$ cat src/rtl/ttsr_pkg.sv
`timescale 1ns / 1ps
// Shared types and constants of the transient triggered slice repitch unit
package ttsr_pkg;

   localparam int CSR_INDEX_W = 3;
   localparam int CSR_DATA_W  = 31;
   localparam int THRESHOLD_W = 24;
   localparam int DECAY_W     = 31;
   localparam int RATIO_W     = 17;
   localparam int GAIN_W      = 16;
   localparam int CHUNK_W     = 15;
   localparam int ENV_W       = 32;
   localparam int FRAC_W      = 16;
   localparam int ENV_SHIFT   = 30;
   localparam int OUT_SHIFT   = 15;

   localparam logic [ENV_W-1:0]       ENV_ONE         = 32'h4000_0000;
   localparam logic [THRESHOLD_W-1:0] THRESHOLD_RESET = 24'd2107124;
   localparam logic [DECAY_W-1:0]     DECAY_RESET     = 31'd1073741824;
   localparam logic [RATIO_W-1:0]     RATIO_RESET     = 17'd65536;
   localparam logic [GAIN_W-1:0]      WET_RESET       = 16'd16384;
   localparam logic [GAIN_W-1:0]      DRY_RESET       = 16'd0;
   localparam logic [CHUNK_W-1:0]     CHUNK_RESET     = 15'd5402;

   typedef enum logic [CSR_INDEX_W-1:0] {
      CSR_THRESHOLD    = 3'd0,
      CSR_DECAY_FACTOR = 3'd1,
      CSR_PITCH_RATIO  = 3'd2,
      CSR_WET_GAIN     = 3'd3,
      CSR_DRY_GAIN     = 3'd4,
      CSR_MIN_CHUNK    = 3'd5,
      CSR_HIGH_QUALITY = 3'd6
   } csr_index_type;

   typedef struct packed {
      logic [THRESHOLD_W-1:0] threshold;
      logic [DECAY_W-1:0]     decay_factor;
      logic [RATIO_W-1:0]     pitch_ratio;
      logic [GAIN_W-1:0]      wet_gain;
      logic [GAIN_W-1:0]      dry_gain;
      logic [CHUNK_W-1:0]     min_chunk;
      logic                   high_quality;
   } cfg_type;

   typedef struct packed {
      logic full;
      logic empty;
   } q_status_type;

   typedef enum logic [1:0] {
      F_IDLE,
      F_MUL,
      F_PUSH
   } f_state_type;

   typedef enum logic [3:0] {
      B_CLEAR,
      B_IDLE,
      B_WRITE,
      B_RD0,
      B_RD1,
      B_RD2,
      B_FADE,
      B_DIV,
      B_FDONE,
      B_INTERP,
      B_MIX,
      B_SCALE,
      B_OUT
   } b_state_type;

endpackage

$ cat src/rtl/ttsr_queue.sv
`timescale 1ns / 1ps
// Two-entry queue between the front end and the back end
module ttsr_queue #(
   parameter int WIDTH = 8
) (
   input  logic                   clock,
   input  logic                   reset,
   input  logic                   push,
   input  logic [WIDTH-1:0]       push_data,
   input  logic                   pop,
   output logic [WIDTH-1:0]       pop_data,
   output ttsr_pkg::q_status_type q_stat
);
   import ttsr_pkg::*;

   logic [WIDTH-1:0] slot_ff [2];
   logic             wr_ptr_ff, rd_ptr_ff;
   logic [1:0]       count_ff;

   assign q_stat.full  = count_ff == 2'd2;
   assign q_stat.empty = count_ff == 2'd0;
   assign pop_data     = slot_ff[rd_ptr_ff];

   always_ff @(posedge clock) begin
      if (reset) begin
         wr_ptr_ff <= 1'b0;
         rd_ptr_ff <= 1'b0;
         count_ff  <= 2'd0;
      end else begin
         if (push) wr_ptr_ff <= ~wr_ptr_ff;
         if (pop) rd_ptr_ff <= ~rd_ptr_ff;
         count_ff <= count_ff + {1'b0, push} - {1'b0, pop};
      end
   end

   always_ff @(posedge clock) begin
      if (push) slot_ff[wr_ptr_ff] <= push_data;
   end

endmodule

$ cat config.mk
export PLATFORM = sky130hd
export DESIGN_NAME = ttsr_queue
export DESIGN_NICKNAME = d
export VERILOG_FILES = /design/src/rtl/ttsr_pkg.sv /design/src/rtl/ttsr_queue.sv
export SDC_FILE = /design/constraint.sdc
export NUM_CORES = 1
export LEC_CHECK = 0
export BUFFER_PORTS_ARGS = -buffer_cell sky130_fd_sc_hd__buf_4
export CORE_MARGIN = 2
export CORE_UTILIZATION = 29
export CTS_BUF_LIST = sky130_fd_sc_hd__clkbuf_16
export DETAILED_ROUTE_END_ITERATION = 8
export PLACE_DENSITY = 0.6
export SYNTH_ARGS = -nofsm -noshare
export SYNTH_HDL_FRONTEND = slang
export SYNTH_SLANG_ARGS = --single-unit
export TNS_END_PERCENT = 50
$ cat constraint.sdc
create_clock -name clock -period 1.3 [get_ports clock]
set_clock_uncertainty 0.05 [all_clocks]
set_input_delay 0.13 -clock clock [delete_from_list [all_inputs] [get_ports clock]]
set_output_delay 0.13 -clock clock [all_outputs]
set_load 0.01 [all_outputs]
==> key figures <==
Drt
  – Remaining antenna violation count: 0
  – Initial detailed-routing violation count: 5
  – Pre-antenna DRT Iters: 4
  – Routed WL per cell: roughly 12 um
  – DRC: 0
  – Routed wire length: between 1 and 1.5 mm
  – Vias: around 450
  – Vias/cell: 4.34

Synth
  – Synth Area in Adders: 0.0316
  – Largest family of logic cells by synthesized area: multiplexers
  – Synth Register Bits: 21
  – Post-synthesis compound-gate area fraction: 0
  – Syn Area/Cell: 17.2 um^2
  – Synth unique cells: 11
  – Synthesized instance count: 46
  – Top cells by area, synth: edfxtp_1, dfxtp_1, mux2_2
  – Sequential-to-total area share from yosys stat: 0.733
  – Share of Yosys cell area claimed by the top area cell type: 0.607
  – Post-Syn Nets: 60
  – Simple-Gate Fraction of Synth Area: 0.0553
  – Syn Std Cell Area: slightly below 800 um^2
  – Synth warn: 0
  – XOR/XNOR Fraction of Synth Area: 0.0506
  – Largest area contributor in the netlist: edfxtp_1
  – Mux contribution to synthesized area: 0.114

STA
  – Minimum clock period: around 1300 ps
  – Fin. Hold Viols: 0
  – Final setup margin: -25.1 ps
  – Final Max Tran Viols: 0
  – Setup repair after global routing missed its margin: true
  – Final setup fails: 8
  – Max Freq: between 0.7 and 0.8 GHz
  – Slew Limit Headroom: 0.872
  – Worst-margin pin slew: 191 ps
  – Period utilisation layout: 1.02

Clock tree
  – Hold buffers post-CTS: 0
  – CTS sink cnt: 21
  – TritonCTS clock tree: done
  – Number of H-tree levels: 1
  – Skew-Pair Late Insertion Delay: approximately 250 ps
  – Num CTS Buffers: 3
  – Setup Fix Bufs, Post-CTS: 0
  – Root Driver: clkbuf_16
  – Clock transition at path regs: 50 ps
  – Clock Path Buffers: 2

Floorplanning
  – Die width: ~56 um
  – Core area: about 2500 um^2
  – FP Rows: 18
  – I/O pins: 22
  – Die height: about 56 um
  – Initial Util: 0.314
  – Die area: about 3200 um^2

Place
  – RD Place Congestion: just over 0.6
  – Pre-CTS setup slack: between 50 and 60 ps
  – Port Buf Inserts: 21

Worst setup path
  – Worst path slowest cell: dfxtp_2
  – CP bufs+invs: 2
  – Critical setup path kind: reg2out
  – Largest fanout on the critical path: 8
  – Worst Path Arrival: roughly 1200 ps
  – Endpoint type of the worst setup path: output port
  – Delay-heaviest family, CP: flip-flops
  – CP Cell Sequence: buf_12 > mux2_4 > buf_6
  – Slowest stage delay, CP: 330 ps
  – CP Launch Type: flop
  – Critical path data required time: 1120 ps

Layout
  – Commonest cells after routing, fill and taps aside: edfxtp_1, buf_4, mux2_4, buf_6, nor2_1
  – Number of fill cells in the layout: roughly 240
  – Most common cell after layout, fill and taps aside: edfxtp_1
  – Nets: between 80 and 90
  – Area grow syn2layout: 46.1%
  – N_diodes: 0
  – Layout cells sized above 1: 0.493

Pwr
  – Pwr Total: 1.74 mW
  – Maximum VDD drop: 0.837 mV
  – Pleak: between 0.4 and 0.5 nW
  – Cell Pwr Density: between 1500 and 2000 nW/um^2

Hold path
  – HP Class: in2reg

Global route
  – Largest net degree at the start of global routing: 12
  – GR Overflow Total: 0
  – First-pass GRT wire length: slightly above 2 mm
  – GR Util All Layers: 0.0853
  – Antenna violations before repair: 0
  – Vias in the first global route: 456

Status
  – Status: finished, violations left
  – Failing checks: negative setup slack

Job
  – Number of max-cap violations: 0
layer usage:
metal,share of wire,wire (um),vias to the layer above,global-route usage
li1,-,-,217,-
met1,0.42,506,214,0.0994
met2,0.49,591,16,0.134
met3,0.084,101,0,0.0369
met4,0,0,0,0.0408
met5,0,0,-,0
final cells by class:
type / instances / area [um^2] / share of cell area
multi-input combinational: 22 / 229 / 0.198
clock buffer: 3 / 75.1 / 0.0649
clock inverter: 1 / 3.75 / 0.00324
sequential: 21 / 582 / 0.503
tap: 30 / 37.5 / 0.0324
inverter: 2 / 7.51 / 0.00649
timing repair buffer: 24 / 223 / 0.192
cells by family (layout without fill, tap and decap cells):
| logic type | Yosys count | after routing |
|---|---|---|
| DFF | 21 | 21 |
| and+or+nand+nor | 9 | 9 |
| muxes | 8 | 8 |
| xor gates and xnor gates | 3 | 3 |
| buffers and inverters | 3 | 30 |
| adders and majority gates | 2 | 2 |
cells in the mapped netlist:
library cell / number
dfxtp_1: 5
buf_2: 1
nor2_1: 5
mux2_2: 8
inv_1: 2
ha_1: 2
nor2b_1: 3
and2_1: 1
edfxtp_1: 16
xnor2_1: 2
xnor3_1: 1
sequential cells by signal (all words and copies together) (netlist names), named ones only:
signal     flops
slot_ff       16
count_ff       2
rd_ptr_ff      1
wr_ptr_ff      1
what timing repair did:
item | 4_1_cts | 5_1_grt
resized for setup | 17 | 0
endpoints found under the setup margin | 8 | 8
cloned | 0 | 0
worst register-to-register path, delay by kind of cell (launching register included):
kind                     cells  cell delay (ps)
XOR/XNOR                     1              190
adder cells (fa/ha/maj)      2              430
buffers and inverters        2               90
flip-flops                   1              340
AND/OR/NAND/NOR              1               40
final timing paths:
kind / start / end / slack [ps] / cells after the start
max: flop / pop_data[0] / -30 / 3
min: push_data[5] / slot_ff[1][5] / 20 / 1
max reg2reg: count_ff[0] / count_ff[1] / 60 / 6
min reg2reg: rd_ptr_ff / flop / 470 / 2
through the flow:
stage	utilization	cells	setup TNS, ps	hold slack, ps	cell area [um^2]
floorplan	-	46	0	152	792
global placement	0.403	99	0	267	1020
detailed placement	0.403	99	0	270	1020
CTS	0.459	103	-269	11.2	1160
global route	0.459	103	-386	11.5	1160
finish	0.459	103	-142	17.1	1160
where the power goes:
group / internal (mW) / switching (mW)
logic: 0.203 / 0.118
registers: 0.782 / 0.0243
clock network: 0.408 / 0.206
total: 1.39 / 0.348
No activity file was read; power rests on OpenSTA's default activity.
