## config.mk

```make
export PLATFORM = sky130hd
export DESIGN_NAME = ttsr_front
export DESIGN_NICKNAME = d
export VERILOG_FILES = /design/src/rtl/ttsr_pkg.sv /design/src/rtl/ttsr_front.sv
export SDC_FILE = /design/constraint.sdc
export NUM_CORES = 2
export LEC_CHECK = 0
export ABC_CLOCK_PERIOD_IN_PS = 8700
export BUFFER_PORTS_ARGS = -buffer_cell sky130_fd_sc_hd__buf_2
export CORE_MARGIN = 3
export CORE_UTILIZATION = 64
export CTS_CLUSTER_SIZE = 40
export DETAILED_ROUTE_END_ITERATION = 16
export GPL_TIMING_DRIVEN = 1
export HOLD_SLACK_MARGIN = 0.03
export PLACE_DENSITY = 0.84
export SLEW_MARGIN = 20
export SYNTH_ARGS = -nofsm -noshare
export SYNTH_HDL_FRONTEND = slang
export SYNTH_SLANG_ARGS = --single-unit
```

## constraint.sdc

```tcl
create_clock -name clock -period 8.7 [get_ports clock]
set_input_delay 1.305 -clock clock [delete_from_list [all_inputs] [get_ports clock]]
set_output_delay 1.305 -clock clock [all_outputs]
set_load 0.005 [all_outputs]
```

## src/rtl/ttsr_pkg.sv

```systemverilog
`timescale 1ns / 1ps
// Shared types and constants of the transient triggered slice repitch unit
package ttsr_pkg;

   localparam int CSR_INDEX_W = 3;
   localparam int CSR_DATA_W  = 31;
   localparam int THRESHOLD_W = 24;
   localparam int DECAY_W     = 31;
   localparam int RATIO_W     = 17;
   localparam int GAIN_W      = 16;
   localparam int CHUNK_W     = 15;
   localparam int ENV_W       = 32;
   localparam int FRAC_W      = 16;
   localparam int ENV_SHIFT   = 30;
   localparam int OUT_SHIFT   = 15;

   localparam logic [ENV_W-1:0]       ENV_ONE         = 32'h4000_0000;
   localparam logic [THRESHOLD_W-1:0] THRESHOLD_RESET = 24'd2107124;
   localparam logic [DECAY_W-1:0]     DECAY_RESET     = 31'd1073741824;
   localparam logic [RATIO_W-1:0]     RATIO_RESET     = 17'd65536;
   localparam logic [GAIN_W-1:0]      WET_RESET       = 16'd16384;
   localparam logic [GAIN_W-1:0]      DRY_RESET       = 16'd0;
   localparam logic [CHUNK_W-1:0]     CHUNK_RESET     = 15'd5402;

   typedef enum logic [CSR_INDEX_W-1:0] {
      CSR_THRESHOLD    = 3'd0,
      CSR_DECAY_FACTOR = 3'd1,
      CSR_PITCH_RATIO  = 3'd2,
      CSR_WET_GAIN     = 3'd3,
      CSR_DRY_GAIN     = 3'd4,
      CSR_MIN_CHUNK    = 3'd5,
      CSR_HIGH_QUALITY = 3'd6
   } csr_index_type;

   typedef struct packed {
      logic [THRESHOLD_W-1:0] threshold;
      logic [DECAY_W-1:0]     decay_factor;
      logic [RATIO_W-1:0]     pitch_ratio;
      logic [GAIN_W-1:0]      wet_gain;
      logic [GAIN_W-1:0]      dry_gain;
      logic [CHUNK_W-1:0]     min_chunk;
      logic                   high_quality;
   } cfg_type;

   typedef struct packed {
      logic full;
      logic empty;
   } q_status_type;

   typedef enum logic [1:0] {
      F_IDLE,
      F_MUL,
      F_PUSH
   } f_state_type;

   typedef enum logic [3:0] {
      B_CLEAR,
      B_IDLE,
      B_WRITE,
      B_RD0,
      B_RD1,
      B_RD2,
      B_FADE,
      B_DIV,
      B_FDONE,
      B_INTERP,
      B_MIX,
      B_SCALE,
      B_OUT
   } b_state_type;

endpackage

```

## src/rtl/ttsr_front.sv

```systemverilog
`timescale 1ns / 1ps
// Front end: accepts samples, detects transients, tracks position, index and envelope
module ttsr_front #(
   parameter int SLICE_DEPTH = 32768,
   parameter int FADE_LENGTH = 80,
   parameter int SAMPLE_BITS = 24
) (
   input  logic                          clock,
   input  logic                          reset,
   input  ttsr_pkg::cfg_type             cfg,
   input  logic                          clr_busy,
   input  logic                          req_valid,
   output logic                          req_ready,
   input  logic signed [SAMPLE_BITS-1:0] req_left_sample,
   input  logic signed [SAMPLE_BITS-1:0] req_right_sample,
   input  ttsr_pkg::q_status_type        q_stat,
   output logic                          q_push,
   output logic [2*SAMPLE_BITS+3*$clog2(SLICE_DEPTH)+3+16+32-1:0] q_data
);
   import ttsr_pkg::*;

   localparam int AW     = $clog2(SLICE_DEPTH);
   localparam int POS_W  = $clog2(SLICE_DEPTH + 2);
   localparam int CMP_W  = (POS_W > CHUNK_W) ? POS_W : CHUNK_W;
   localparam int SUM_W  = ((SAMPLE_BITS + 1 > THRESHOLD_W) ? SAMPLE_BITS + 1 : THRESHOLD_W) + 1;
   localparam int PROD_W = AW + RATIO_W;
   localparam int IDX_W  = AW + 1;
   localparam int EP_W   = ENV_W + DECAY_W;

   f_state_type state_ff, state_in;

   logic signed [SAMPLE_BITS-1:0] a_ff, b_ff;
   logic [AW-1:0]                 p_ff;
   logic                          active_ff;
   logic [ENV_W-1:0]              gbase_ff;
   logic [PROD_W-1:0]             prod_idx_ff;
   logic [EP_W-1:0]               prod_env_ff;
   logic [POS_W-1:0]              pos_ff;
   logic [ENV_W-1:0]              gain_ff;

   logic signed [SUM_W-1:0] sum_ab, thr_ext;
   logic                    trig, accept, active_in, fade, first;
   logic [POS_W-1:0]        pos_eff;
   logic [IDX_W-1:0]        idx_raw, i0_wide;
   logic [AW-1:0]           i0, i1;
   logic [ENV_W:0]          env_sh;
   logic [ENV_W-1:0]        gnew;

   assign sum_ab    = SUM_W'(req_left_sample) + SUM_W'(req_right_sample);
   assign thr_ext   = $signed(SUM_W'(cfg.threshold));
   assign trig      = (sum_ab > thr_ext) && (CMP_W'(pos_ff) > CMP_W'(cfg.min_chunk));
   assign pos_eff   = trig ? '0 : pos_ff;
   assign active_in = pos_eff < POS_W'(SLICE_DEPTH);
   assign accept    = req_valid && req_ready;

   assign idx_raw = prod_idx_ff[PROD_W-1:FRAC_W];
   assign i0_wide = (idx_raw >= IDX_W'(SLICE_DEPTH)) ? idx_raw - IDX_W'(SLICE_DEPTH) : idx_raw;
   assign i0      = i0_wide[AW-1:0];
   assign i1      = (i0 == AW'(SLICE_DEPTH - 1)) ? '0 : i0 + 1'b1;
   assign env_sh  = prod_env_ff[EP_W-1:ENV_SHIFT];
   assign gnew    = !active_ff ? '0 : (env_sh[ENV_W] ? '1 : env_sh[ENV_W-1:0]);
   assign fade    = active_ff && (p_ff < FADE_LENGTH);
   assign first   = active_ff && (p_ff == '0);
   assign q_data  = {a_ff, b_ff, p_ff, active_ff, fade, first, i0, i1,
                     prod_idx_ff[FRAC_W-1:0], gnew};

   always_comb begin
      state_in = state_ff;
      unique case (state_ff)
         F_IDLE: begin
            if (accept) state_in = F_MUL;
         end
         F_MUL:  state_in = F_PUSH;
         F_PUSH: begin
            if (!q_stat.full) state_in = F_IDLE;
         end
         default: state_in = F_IDLE;
      endcase
   end

   always_comb begin
      req_ready = (state_ff == F_IDLE) && !clr_busy;
      q_push    = (state_ff == F_PUSH) && !q_stat.full;
   end

   always_ff @(posedge clock) begin
      if (reset) begin
         state_ff <= F_IDLE;
         pos_ff   <= POS_W'(SLICE_DEPTH + 1);
         gain_ff  <= '0;
      end else begin
         state_ff <= state_in;
         if (q_push) begin
            pos_ff  <= active_ff ? POS_W'(p_ff) + 1'b1 : pos_ff;
            gain_ff <= gnew;
         end
      end
   end

   always_ff @(posedge clock) begin
      if (accept) begin
         a_ff      <= req_left_sample;
         b_ff      <= req_right_sample;
         p_ff      <= pos_eff[AW-1:0];
         active_ff <= active_in;
         gbase_ff  <= trig ? ENV_ONE : gain_ff;
      end
      if (state_ff == F_MUL) begin
         prod_idx_ff <= PROD_W'(p_ff) * PROD_W'(cfg.pitch_ratio);
         prod_env_ff <= EP_W'(gbase_ff) * EP_W'(cfg.decay_factor);
      end
   end

endmodule

```

==> run_results.csv <==
group,metric,value,unit
finish,nNetsFinal,6961,
sta,worst_slew_pin_slew,1.161,ns
cts,clockBufferDepth,3,
finish,syn_to_final_growth,7.392,%
drt,firstDrtPassIters,6,
cts,postCtsResizedCells,0,
yosys,ys_ff_latch,210,
drt,drc,0,
drt,drt_wl_total,126.0,mm
yosys,post-synth-top-count-cell,"inv_1",
hold_path,min_from,"gain_ff[16]",
finish,regArea,0.005806,sq mm
critical_path,path_cells,"buf_2 -> buf_4 -> and2_1 -> fa_1 -> fa_1 -> inv_1 -> fa_1 -> fa_1 -> inv_1 -> fa_1 -> fa_1 -> fa_1 -> fa_1 -> ha_1 -> nand2_1 -> nor2_1 -> nor4bb_1 -> o211ai_1 -> a21oi_1 -> o211ai_1 -> nand2_1 -> a31oi_1 -> nor2b_1 -> xnor2_1",
cts,cts_root_buffer,"clkbuf_16",
floorplanning,start_util,0.6526,
critical_path,cpMostUsedCell,"fa_1",
cts,cts_hold_buffers,0,
cts,clock-sinks,210,
cts,clk_latency,0.55,ns
sta,final_hold_viol_count,0,
yosys,syn_nets,6785,
drt,vias_per_cell,5.697,
critical_path,timing.rr.start,"gbase_ff[5]",
sta,holdWs,0.4842,ns
floorplanning,fp.dieArea,0.08003,sq mm
critical_path,worstSetupEndpointType,"register",
drt,wl_per_cell,19.81,um
cts,cts_tree,"built",
yosys,synth_ff_type,"edfxtp_1",
yosys,synth.yosys.seq_area_share,0.1183,
critical_path,critPathBufInv,4,
critical_path,crit_fanout,12,
yosys,synthCells,5142,
critical_path,r2r_setup_slack,0.52,ns
yosys,netlist_area,0.04907,sq mm
sta,slew_violations,0,
drt,vias,36250,
floorplanning,die_y,282.9,um
critical_path,crit_required,9.00,ns
drt,ant_nets,0,
sta,setup_tns,0,ns
yosys,synth_top_area_frac,0.4316,
critical_path,arrival,8.53,ns
critical_path,slowest_stage,"fa_1",
sta,fin_skew,0.01628,ns
yosys,yosysUniqueCellTypes,76,
yosys,synth_top_area_cell,"fa_1",
global_routing,grt_pass1_vias,40260,
drt,drtIter0Drc,2451,
sta,post-route-period-util,0.9460,
floorplanning,ios,320,
floorplanning,rows,100,
place,port_buffers,285,
yosys,synth_enable_flop_cells,160,
global_routing,track_usage,0.3255,
place,hpwl,104.6,mm
hold_path,hold_end,"gain_ff[16]",
finish,fin_util,0.7008,
sta,rsz0062_at_grt,"false",
global_routing,grt_pass1_wl,209.1,mm
sta,min_period,8.230,ns
finish,multiInputGateArea,0.03821,sq mm
finish,nFillCells,5438,
yosys,async_reset_ff_frac,0,
global_routing,grt_max_degree,65,
cts,cts_buffers,25,
floorplanning,fp.dieW,282.9,um
critical_path,crit_path_max_incr_delay,0.57,ns
critical_path,critPathKind,"in2reg",
critical_path,path_delay_family,"adder cells",
floorplanning,core,0.07520,sq mm
global_routing,antenna_found_initial,4,
cts,cts_setup_buffers,0,
status,outcome,"complete, no violations",
yosys,synth_common_cells,"1067 x inv_1, 1058 x fa_1, 662 x nand2_1",
cts,path_clk_slew,0.06,ns
hold_path,hold_class,"reg2reg",
sta,max_slew_margin,0.2258,
job,cap_violations,0,
yosys,synthTopCellsByArea,"fa_1 43%, ha_1 10%, edfxtp_1 9.8%, and2_1 8.3%, inv_1 8.2%",
yosys,yosysWarnings,0,
hold_path,hold_depth,2,
critical_path,r2r_end,"prod_env_ff[61]",
sta,finalSetupViolations,0,
global_routing,overflow,0,
cts,cts_max_level,1,
critical_path,startpoint_type,"primary input",
critical_path,ff2ff_path_depth,23,
place,place.gp.congestion,0.9344,
yosys,syn_area_per_cell,9.543,sq um
critical_path,cp.depth,24,
finish,drive_gt1_frac,0.09219,
sta,fmax,0.1215,GHz
## worst max path at each step
stage | startpoint | to | slack (ns)
finish | cfg[73] | prod_env_ff[61] | 0.47
global route | cfg[73] | prod_env_ff[61] | 0.17
CTS | cfg[78] | prod_env_ff[61] | 0.55
detailed placement | cfg[73] | prod_env_ff[61] | -0.005
global placement | cfg[73] | prod_env_ff[61] | 0.09
floorplan | cfg[69] | prod_env_ff[43] | 0.72
## cell type report
class	instances	share of cell area
clock buffer	33	0.01363
antenna	6	0.0002849
tap	1020	0.02422
clock inverter	13	0.002232
inverter	1067	0.07600
multi-input combinational	3590	0.7250
sequential	210	0.1102
timing repair buffer	424	0.04844
## state kept, by name, summed over array words and instances, names as in the netlist
register     cells
active_ff        1
p_ff            15
prod_idx_ff     31
a_ff            24
b_ff            24
prod_env_ff     33
gain_ff         32
state_ff         2
gbase_ff        32
pos_ff          16
## layer usage
layer | global-route usage | vias to the layer above | share of wire
met1 | 0.4066 | 18390 | 0.37
li1 | - | 15760 | -
met4 | 0.1245 | 0 | 0.044
met3 | 0.07605 | 373 | 0.097
met2 | 0.5531 | 1727 | 0.49
met5 | 0 | - | 0
## layout by cell type, fill, tap and decap left out, drive strengths merged, types with 6 or more instances in the layout
master	netlist	routed
diode	0	6
xor2	23	23
a21oi	101	101
and2	650	650
ha	411	411
o21ai	50	50
nor2	108	108
a31oi	6	6
inv	1067	1072
nand3	29	29
o21bai	11	11
nor2b	71	71
nor3	25	25
and3	22	22
edfxtp	160	160
clkbuf	256	33
clkinv	0	7
buf	19	424
a211oi	18	18
xnor2	83	83
mux2i	32	32
nand4	20	20
nand2b	11	11
nand2	663	663
o21a	56	56
dfxtp	50	50
a21o	56	56
or3	10	10
fa	1058	1058
## worst register-to-register path, cell delays in order (launching register included)
cell and delay (ns):
edfxtp_1 1.09, nand2_1 0.19, fa_1 0.53, inv_1 0.05
fa_1 0.49, inv_1 0.06, fa_1 0.56, inv_1 0.06
fa_1 0.48, fa_1 0.55, fa_1 0.46, fa_1 0.60
fa_1 0.45, ha_1 0.36, and3_1 0.22, nand2_1 0.08
nor4bb_1 0.32, o211ai_1 0.23, a21oi_1 0.36, o211ai_1 0.16
nand2_1 0.22, a31oi_1 0.14, nor2b_1 0.16, xnor2_1 0.12
## cells by family (layout without fill, tap and decap cells)
| group | count (synthesis) | count (layout) | synth area share |
|---|---|---|---|
| simple gates | 1631 | 1631 | 0.1683 |
| fa+ha+maj | 1469 | 1469 | 0.5364 |
| buf+inv | 1342 | 1537 | 0.1034 |
| compound gates | 352 | 352 | 0.04811 |
| flops | 210 | 210 | 0.1183 |
| xor+xnor | 106 | 106 | 0.01892 |
| mux | 32 | 32 | 0.006528 |
| other cells | 0 | 6 | 0 |
## stage by stage
step	instance area, sq um	worst slack, ns	instances
2_1_floorplan	49070	0.7192	5142
3_3_place_gp	51830	0.09405	6310
3_5_place_dp	51830	-0.004659	6310
4_1_cts	52670	0.5480	6356
5_1_grt	52690	0.1703	6361
6_report	52700	0.4702	6363
Power is left out: the tool's default activity adds up to more than one toggle a clock period on the data nets, which glitch-free logic cannot reach.
